**src/rtl/core/qrm_pkg.sv**
```systemverilog
// ----------------------------------------------------------------------------
// qrm_pkg
// Shared widths, types and constants for the quaternion to rotation matrix
// pipeline.
// ----------------------------------------------------------------------------
package qrm_pkg;

   // Component and result widths
   localparam int QUAT_W        = 16;
   localparam int ENT_W         = 16;
   localparam int OUT_FRAC_BITS = 14;
   localparam int NUM_ENT       = 9;

   // Products, numerators, squared norm, divider remainder
   localparam int PROD_W = 2 * QUAT_W;
   localparam int NUM_W  = PROD_W + 2;
   localparam int DEN_W  = PROD_W + 1;
   localparam int MAG_W  = DEN_W;
   localparam int REM_W  = DEN_W + 1;

   // Quotient keeps one extra bit below the output LSB for rounding,
   // one above for the full-scale value
   localparam int QUO_W = OUT_FRAC_BITS + 2;

   // Accept edge to the edge at which the result is taken
   localparam int LATENCY = QUO_W + 3;

   // Full-scale magnitude (plus or minus one)
   localparam int ONE = 1 << OUT_FRAC_BITS;

   // Matrix entry order
   localparam int E_M00 = 0;
   localparam int E_M01 = 1;
   localparam int E_M02 = 2;
   localparam int E_M10 = 3;
   localparam int E_M11 = 4;
   localparam int E_M12 = 5;
   localparam int E_M20 = 6;
   localparam int E_M21 = 7;
   localparam int E_M22 = 8;

   typedef logic signed [QUAT_W-1:0] qrm_quat_type;
   typedef logic signed [ENT_W-1:0] qrm_ent_type;
   typedef logic [NUM_ENT-1:0][REM_W-1:0] qrm_rem_vec_type;
   typedef logic [NUM_ENT-1:0][QUO_W-1:0] qrm_quo_vec_type;

   // Control traveling with each request through the divider chain
   typedef struct packed {
      logic               valid;
      logic               zero;
      logic [NUM_ENT-1:0] neg;
   } qrm_ctl_type;

endpackage

```
**src/rtl/core/qrm_div_stage.sv**
```systemverilog
// ----------------------------------------------------------------------------
// qrm_div_stage
// One registered restoring-division step for all nine matrix entries: each
// lane compares its partial remainder against the shared squared norm,
// subtracts when it fits and shifts one quotient bit in.
// ----------------------------------------------------------------------------
module qrm_div_stage (
   input  logic                     clock,
   input  logic                     reset,
   input  qrm_pkg::qrm_ctl_type     up_ctl,
   input  logic [qrm_pkg::DEN_W-1:0] up_den,
   input  qrm_pkg::qrm_rem_vec_type up_rem,
   input  qrm_pkg::qrm_quo_vec_type up_quo,
   output qrm_pkg::qrm_ctl_type     dn_ctl,
   output logic [qrm_pkg::DEN_W-1:0] dn_den,
   output qrm_pkg::qrm_rem_vec_type dn_rem,
   output qrm_pkg::qrm_quo_vec_type dn_quo
);
   import qrm_pkg::*;

   logic [NUM_ENT-1:0][REM_W:0] diff;
   logic [NUM_ENT-1:0]          take;

   qrm_ctl_type       ctl_ff;
   logic [DEN_W-1:0]  den_ff;
   qrm_rem_vec_type   rem_ff, rem_in;
   qrm_quo_vec_type   quo_ff, quo_in;

   // Trial subtract per lane; remainder stays below the norm, so the
   // doubled value always fits
   always_comb begin
      for (int e = 0; e < NUM_ENT; e++) begin
         diff[e]   = {1'b0, up_rem[e]} - {2'b00, up_den};
         take[e]   = ~diff[e][REM_W];
         rem_in[e] = take[e] ? {diff[e][REM_W-2:0], 1'b0}
                             : {up_rem[e][REM_W-2:0], 1'b0};
         quo_in[e] = {up_quo[e][QUO_W-2:0], take[e]};
      end
   end

   // Control: only the valid bit is cleared
   always_ff @(posedge clock) begin
      if (reset) begin
         ctl_ff.valid <= 1'b0;
      end else begin
         ctl_ff.valid <= up_ctl.valid;
      end
      ctl_ff.zero <= up_ctl.zero;
      ctl_ff.neg  <= up_ctl.neg;
   end

   // Payload
   always_ff @(posedge clock) begin
      den_ff      <= up_den;
      rem_ff      <= rem_in;
      quo_ff      <= quo_in;
   end

   assign dn_ctl = ctl_ff;
   assign dn_den = den_ff;
   assign dn_rem = rem_ff;
   assign dn_quo = quo_ff;

endmodule

```
**config.mk**
```make
export PLATFORM = sky130hd
export DESIGN_NAME = qrm_div_stage
export DESIGN_NICKNAME = d
export VERILOG_FILES = /design/src/rtl/core/qrm_pkg.sv /design/src/rtl/core/qrm_div_stage.sv
export SDC_FILE = /design/constraint.sdc
export NUM_CORES = 1
export LEC_CHECK = 0
export ABC_CLOCK_PERIOD_IN_PS = 10600
export BUFFER_PORTS_ARGS = -buffer_cell sky130_fd_sc_hd__buf_2
export CAP_MARGIN = 5
export CORE_AREA = 5 5 382 384
export CTS_BUF_LIST = sky130_fd_sc_hd__clkbuf_8
export DETAILED_ROUTE_END_ITERATION = 8
export DIE_AREA = 0 0 387 389
export PLACE_DENSITY = 0.36
export SLEW_MARGIN = 40
export SYNTH_ARGS = -nofsm -noshare
export SYNTH_HDL_FRONTEND = slang
export SYNTH_SLANG_ARGS = --single-unit
```
**constraint.sdc**
```tcl
create_clock -name clock -period 10.6 [get_ports clock]
set_clock_uncertainty 0.1 [all_clocks]
set_input_delay 1.59 -clock clock [delete_from_list [all_inputs] [get_ports clock]]
set_output_delay 1.59 -clock clock [all_outputs]
set_load 0.01 [all_outputs]
```
==> impl_metrics.tcl, run 1 <==
set metrics [dict create \
    outcome "complete, no violations" \
    antenna_found_initial 160 \
    syn_area_per_cell_sq_um 8.73 \
    io_pins 990 \
    dr_wl_met3_mm 12.5 \
    slew_viol_final 0 \
    synth-seq-cells 485 \
    end_kind "register" \
    htreeDepth 3 \
    postRouteAntennaNets 0 \
    post-route-drc-count 0 \
    finalHoldViolCount 0 \
    clkPwrFrac 0.364 \
    top_layer "met5" \
    wirelength_met1_mm 61.5 \
    die_w_um 387 \
    relSlewSlack 0.389 \
    drt-initial-drc-count 1689 \
    synth_area_leaders "dfxtp_1 35%, ha_1 13%, a21oi_1 5.5%" \
    synth_area_sq_um 27700 \
    port_buffers 971 \
    cpMostUsedCell "o21ai_0" \
    grt_pass1_wl_mm 211 \
    slowest_delay_ns 0.49 \
    crit_path_top_delay_cell "inv_1" \
    grt_max_degree 65 \
    cts_sinks 485 \
    drive_gt1_frac 0.300 \
    peakVddDrop_mv 0.0921 \
    critPathKind "in -> reg" \
    crit_arrival_ns 5.95 \
    final.min_clock_period_ns 5.48 \
    yosysWarnings 0 \
    final-setup-viol-count 0 \
    tightestPinTransition_ns 0.916 \
    yosysSeqAreaShare 0.350 \
    crit_buf_inv 4 \
    cellPowerDensity_nw_per_um2 177 \
    final_nets 5002 \
    fin_ws_ns 5.12 \
    hold_class "in -> reg" \
    overflow 0 \
    wirelength_mm 156 \
    avgRoutedWirePerCell_um 25.0 \
    whs_ns 0.758 \
    cp.required_ns 11.07 \
    yosys.cell_count.top_type "dfxtp_1" \
    cp-start-kind "primary input" \
    ys.flop_type "dfxtp_1" \
    cts.clk_slew.worst_paths_ns 0.05 \
    seqPwrFrac 0.338 \
    cts_tree "yes" \
    gp_congestion 0.850 \
    switching_share 0.349 \
    cts_buffers 102 \
    yosysTopAreaCellShare 0.350 \
    ys_types 93 \
    path_cells "buf_2 -> inv_1 -> buf_4 -> ha_1 -> a211oi_1 -> nor4_1 -> nor2_1 -> a21oi_1 -> and3_1 -> o21ai_0 -> o21ai_0 -> a31oi_4 -> buf_4 -> o21ai_0" \
    synth_top_area_cell "dfxtp_1" \
    vias 27900 \
    synthArstFlopShare 0 \
    syn_inst 3179 \
    root_buffer "clkbuf_8" \
    internal-power_mw 4.30 \
    clockBufferDepth 3 \
    setup-tns-final_ns 0 \
    die_y_um 389 \
    area_delta_synth_final_pct 34.9 \
    finalCritPeriodShare 0.517 \
    cp_max_fo 49 \
    dp_hpwl_mm 125 \
    path_delay_family "compound AO/OA/AOI/OAI gates" \
    p_switching_mw 2.31 \
    first_pass_iters 5 \
    synth_commonest_cells "485 x dfxtp_1, 316 x nand2_1, 306 x a21oi_1, 306 x o21ai_0, 297 x ha_1" \
    dieArea_sq_um 151000 \
    grt_util_all_layers 0.197 \
    fmax_mhz 183 \
    wl_met2_mm 75.5 \
    rsz0062_at_grt "no" \
    holdBufCountCts 0 \
    core_sq_um 142000 \
    pwr-share-comb 0.299 \
    synth_edf_count 0 \
    drv_cap 0 \
    placementRows 139 \
    cts-resized-gates 0 \
    postCtsSetupBuffers 0 \
    power_leakage_nw 17.5 \
    first_global_vias 27900 \
    dpl_worst_slack_ns 4.23 \
    vias_per_cell 4.47 \
    start_util 0.195 \
]
## flip-flops by register name, summed over array words and instances (netlist names)
name / count
dn_rem: 297
dn_quo: 144
dn_den: 33
dn_ctl: 11
## metrics by stage
stage / total power [mW] / instances / instance area, sq um / util
global route: 7.02 / 6208 / 37300 / 0.262
finish: 6.61 / 6242 / 37400 / 0.263
CTS: 6.76 / 6186 / 37300 / 0.262
detailed placement: 4.27 / 5999 / 34800 / 0.244
global placement: 4.28 / 5999 / 34800 / 0.244
floorplan: 3.36 / 3187 / 27800 / -
## layout by cell type, fill, tap and decap left out, types with 10 or more instances in the layout
cell	n
xor2_1	98
a211o_1	14
nor3_1	29
bufinv_16	10
a21boi_0	11
a31oi_1	33
ha_1	297
nor2b_1	26
o21bai_1	32
o31ai_1	26
nand4_1	32
nor2_1	188
nand3_1	68
or2_2	12
or3_1	16
and3_1	28
a21oi_1	306
a211oi_1	32
diode_2	56
buf_4	32
and2_1	20
buf_2	971
nand2_1	316
inv_1	113
dfxtp_1	485
o21ai_0	306
mux2_2	42
o211ai_1	12
a21o_1	130
clkbuf_8	138
nand2b_1	51
xnor2_1	141
clkinv_2	16
o21a_1	37
inv_2	11
## cells by family after synthesis
group / count (synthesis) / synth area share
buffers and inverters: 208 / 0.0327
adders and majority gates: 306 / 0.140
other: 1 / 0.000135
and+or+nand+nor: 820 / 0.137
DFF: 485 / 0.350
AOI/OAI and AO/OA: 1058 / 0.238
muxes: 62 / 0.0257
xor gates and xnor gates: 239 / 0.0755
## power by group through the flow
stage	clock network (mW)	logic (mW)	registers [mW]
floorplan	0	0.986	2.37
global placement	0	2.01	2.27
detailed placement	0	1.99	2.27
CTS	2.51	2.01	2.24
global route	2.58	2.18	2.26
finish	2.40	1.98	2.23
## routing by layer
layer	vias up	track usage
met4	18	0.0647
met2	1120	0.349
met5	-	0
met1	12800	0.226
li1	13600	-
met3	380	0.0611
## final timing paths
| check | start | endpoint | cells after the start |
|---|---|---|---|
| min | up_quo[128] | dn_quo[129] | 1 |
| max | up_den[2] | dn_rem[63] | 14 |
## final cells by class
class,instances,area (sq um)
antenna,56,140
inverter,114,428
clock inverter,49,554
multi-input combinational,2494,17200
fill,15800,105000
tap,1903,2380
clock buffer,138,1900
timing repair buffer,1003,5100
sequential,485,9710
Note: power is estimated with default switching activity, not from simulation.
==> run 2, diff against run 1 <==
ABC_CLOCK_PERIOD_IN_PS = 5280   (was 10600)
clock period = 5.28 ns   (was 10.6 ns; I/O delays follow)
==> impl_metrics.tcl, run 2 (synthesis results as in run 1) <==
set metrics [dict create \
    cts_tree "yes" \
    htreeDepth 3 \
    grt_max_degree 62 \
    die_w_um 387 \
    wirelength_mm 160 \
    cts_sinks 485 \
    post-route-util 0.279 \
    vias_per_cell 4.45 \
    critPathKind "in -> reg" \
    vias 28900 \
    grt_util_all_layers 0.202 \
    clockBufferDepth 3 \
    largest_register_ff_count 297 \
    port_buffers 971 \
    postCtsSetupBuffers 0 \
    dp_cells 6062 \
    dp_hpwl_mm 133 \
    fin_ws_ns 0.624 \
    cts_buffers 100 \
    overflow 0 \
    cp.required_ns 5.83 \
    power_mw 13.2 \
    dpl_worst_slack_ns 0.313 \
    finalHoldViolCount 0 \
    drt-initial-drc-count 1586 \
    post-route-drc-count 0 \
    die_y_um 389 \
    rsz0062_at_grt "no" \
    core_sq_um 142000 \
    postRouteAntennaNets 0 \
    drive_gt1_frac 0.292 \
    first_global_vias 28900 \
    hold_class "in -> reg" \
    mostFrequentLayoutCell "buf_2" \
    final.min_clock_period_ns 4.66 \
    cellPowerDensity_nw_per_um2 331 \
    fmax_mhz 215 \
    placementRows 139 \
    setup-tns-final_ns 0 \
    grt_pass1_wl_mm 217 \
    peakVddDrop_mv 0.262 \
    cp_max_fo 53 \
    power_leakage_nw 18.6 \
    first_pass_iters 5 \
    area_delta_synth_final_pct 43.4 \
    worstHoldPathCells 3 \
    start_util 0.195 \
    avgRoutedWirePerCell_um 24.6 \
    drv_cap 0 \
    antenna_found_initial 118 \
    crit_arrival_ns 5.21 \
    io_pins 990 \
    finalCritPeriodShare 0.882 \
    slew_viol_final 0 \
    whs_endpoint "dn_rem[73]" \
    root_buffer "clkbuf_8" \
    final_nets 5265 \
    fin_cells 6496 \
    cp-start-kind "primary input" \
    final_cell_mix "971 x buf_2, 485 x dfxtp_1, 316 x nand2_1, 306 x a21oi_1, 306 x o21ai_0" \
    hp-start "up_rem[72]" \
    dieArea_sq_um 151000 \
    end_kind "register" \
    relSlewSlack 0.443 \
    gp_congestion 0.873 \
    outcome "complete, no violations" \
    cts.clk_slew.worst_paths_ns 0.06 \
    final-setup-viol-count 0 \
    tightestPinTransition_ns 0.835 \
]
## run 2: cell types whose count changed in the layout (fill, tap and decap cells not counted), moves of 8 or more
cell           previous run  this run
inv_1                   113       125
dlygate4sd3_1             0       202
buf_12                    0         8
clkbuf_8                138       120
buf_4                    32        87
## run 2: area by class of cell
type,count,area (sq um)
fillers,15600,103000
clock inverters,61,574
clock buffers,120,1650
repair buffers,1268,7690
well taps,1903,2380
flip-flops and latches,485,9710
inverters,114,428
multi-input cells,2494,17200
diodes,51,128
## run 2: worst max-delay path, stage by stage
cell and delay, ns:
dlygate4sd3_1 0.52, buf_2 0.13, inv_1 0.50, buf_4 0.38, ha_1 0.33, and3_1 0.21, and3_4 0.19, a221oi_1 0.36
o211ai_1 0.18, a21oi_2 0.26, o21ai_2 0.14, a41o_1 0.29, o21a_2 0.21, buf_4 0.31, mux2_2 0.35
## run 2: worst max path at each step
stage | start | end | slack, ns
detailed placement | up_den[12] | dn_rem[15] | 0.31
floorplan | up_den[1] | dn_rem[222] | 1.36
finish | up_den[12] | dn_rem[6] | 0.62
global placement | up_den[4] | dn_rem[11] | 0.33
global route | up_den[12] | dn_rem[6] | 0.48
CTS | up_den[12] | dn_rem[6] | 0.66
## run 2: report_power, final
part	total (mW)	internal [mW]	switching, mW
registers	4.48	4.24	0.239
clock network	4.46	2.52	1.94
logic	4.22	1.72	2.50
total	13.2	8.49	4.67
## run 2: routing by layer
metal | share of wire | global-route usage
met4 | 0.037 | 0.0731
met3 | 0.075 | 0.0608
met2 | 0.48 | 0.351
met1 | 0.41 | 0.235
met5 | 0.00086 | 0
## run 2: metrics by stage
step / cell area [sq um] / hold slack, ns
6_report: 39800 / 0.106
5_1_grt: 39700 / 0.0533
4_1_cts: 39600 / 0.00206
3_5_place_dp: 35400 / 0.796
3_3_place_gp: 35400 / 0.794
2_1_floorplan: 27800 / 0.720
## run 2: timing repair
action                     in CTS  in global routing
hold endpoints to repair      201                  0
gates resized for setup         0                  0
hold buffers                  202                  0
setup endpoints to repair       0                  0
==> run 3, diff against run 2 <==
ABC_CLOCK_PERIOD_IN_PS = 4890   (was 5280)
CTS_CLUSTER_SIZE = 16   (was unset)
clock period = 4.89 ns   (was 5.28 ns; I/O delays follow)
==> impl_metrics.tcl, run 3 (synthesis results as in run 1) <==
set metrics [dict create \
    crit_arrival_ns 5.09 \
    power_mw 14.3 \
    core_sq_um 142000 \
    grt_pass1_wl_mm 224 \
    final-setup-viol-count 0 \
    port_buffers 971 \
    cts_buffers 97 \
    drt-initial-drc-count 1551 \
    setup-tns-final_ns 0 \
    rsz0062_at_grt "no" \
    antenna_found_initial 108 \
    postCtsSetupBuffers 0 \
    placementRows 139 \
    regArea_sq_um 9710 \
    drv_cap 0 \
    final_cell_mix "971 x buf_2, 485 x dfxtp_1, 316 x nand2_1, 306 x a21oi_1, 306 x o21ai_0" \
    finalHoldViolCount 0 \
    cellPowerDensity_nw_per_um2 349 \
    dp_cells 6092 \
    avgRoutedWirePerCell_um 24.8 \
    gp_congestion 0.855 \
    post-route-util 0.288 \
    start_util 0.195 \
    vias_per_cell 4.46 \
    wirelength_mm 164 \
    hold_class "in -> reg" \
    dp_hpwl_mm 138 \
    first_pass_iters 6 \
    die_w_um 387 \
    whs_ns 0.109 \
    final_nets 5395 \
    relSlewSlack 0.488 \
    tightestPinTransition_ns 0.758 \
    postRouteAntennaNets 0 \
    mostFrequentLayoutCell "buf_2" \
    cts_sinks 485 \
    io_pins 990 \
    first_global_vias 29900 \
    cp_max_fo 7 \
    post-route-drc-count 0 \
    critPathKind "in -> reg" \
    slew_viol_final 0 \
    finalCritPeriodShare 0.910 \
    root_buffer "clkbuf_8" \
    place_area_sq_um 35700 \
    multi_input_area_sq_um 17200 \
    grt_max_degree 62 \
    dpl_worst_slack_ns 0.157 \
    power_leakage_nw 19.2 \
    design_area_sq_um 41000 \
    num-fill-cells 15600 \
    largest_register_ff_count 297 \
    peakVddDrop_mv 0.210 \
    cp.required_ns 5.53 \
    cts.clk_slew.worst_paths_ns 0.07 \
    clockBufferDepth 3 \
    fin_cells 6613 \
    dieArea_sq_um 151000 \
    vias 29500 \
    end_kind "register" \
    overflow 0 \
    drive_gt1_frac 0.291 \
    area_delta_synth_final_pct 48.0 \
    fin_ws_ns 0.438 \
    final.min_clock_period_ns 4.45 \
    outcome "complete, no violations" \
    endpoint "dn_rem[33]" \
    startpoint "up_den[8]" \
    cp-start-kind "primary input" \
    fmax_mhz 225 \
    htreeDepth 3 \
    grt_util_all_layers 0.209 \
    cts_tree "yes" \
    die_y_um 389 \
]
## run 3: cell count changes in the layout (fill, tap and decap cells not counted), sizes merged
cell / before / now
clkinv: 21 / 24
dlygate4sd3: 202 / 305
inv: 141 / 133
diode: 51 / 41
clkbuf: 120 / 123
buf: 1066 / 1096
clkinvlp: 4 / 1
bufinv: 9 / 8
## run 3: worst max-delay path: stages
cell and delay [ns]:
dlygate4sd3_1 0.54, buf_2 0.13, inv_1 0.30, buf_4 0.32, ha_1 0.35, a21o_1 0.22
a31o_1 0.21, o311ai_2 0.25, o211ai_1 0.18, a21oi_2 0.26, o21ai_2 0.14, a41o_1 0.29
o31ai_1 0.26, mux2i_1 0.21, o31a_1 0.14, dlygate4sd3_1 0.53
## run 3: how the worst min path moves through the flow
stage                start  cells past startpoint  slack, ns     endpoint
4_1_cts        up_rem[256]                      3     0.0003  dn_rem[257]
6_report        up_rem[71]                      3       0.11   dn_rem[72]
2_1_floorplan    up_ctl[0]                      0       0.66    dn_ctl[0]
5_1_grt         up_rem[13]                      2       0.03   dn_rem[14]
3_3_place_gp    up_quo[74]                      1       0.74   dn_quo[75]
3_5_place_dp     up_quo[6]                      1       0.74    dn_quo[7]
## run 3: what timing repair did
action / in CTS / in global routing
hold endpoints to repair: 303 / 0
hold buffers: 305 / 0
resized for setup: 0 / 0
## run 3: metal layers
metal	global-route usage	wire length (um)	vias up	part of all wire
met5	0	129	-	0.00079
met4	0.0533	3810	18	0.023
met3	0.0603	12200	239	0.074
met2	0.378	82300	1045	0.50
met1	0.240	65700	13800	0.40
li1	-	-	14400	-
## run 3: power by group
group          internal, mW  switching [mW]  leakage [nW]
Sequential             4.58           0.248          4.09
Combinational          1.96            2.76          13.9
Clock                  2.71            2.08          1.21
## run 3: final cells by class
type | instances | area share
timing repair buffer | 1401 | 0.220
inverter | 114 | 0.0104
sequential | 485 | 0.237
tap | 1903 | 0.0580
clock inverter | 52 | 0.0121
antenna | 41 | 0.00250
clock buffer | 123 | 0.0412
multi-input combinational | 2494 | 0.419
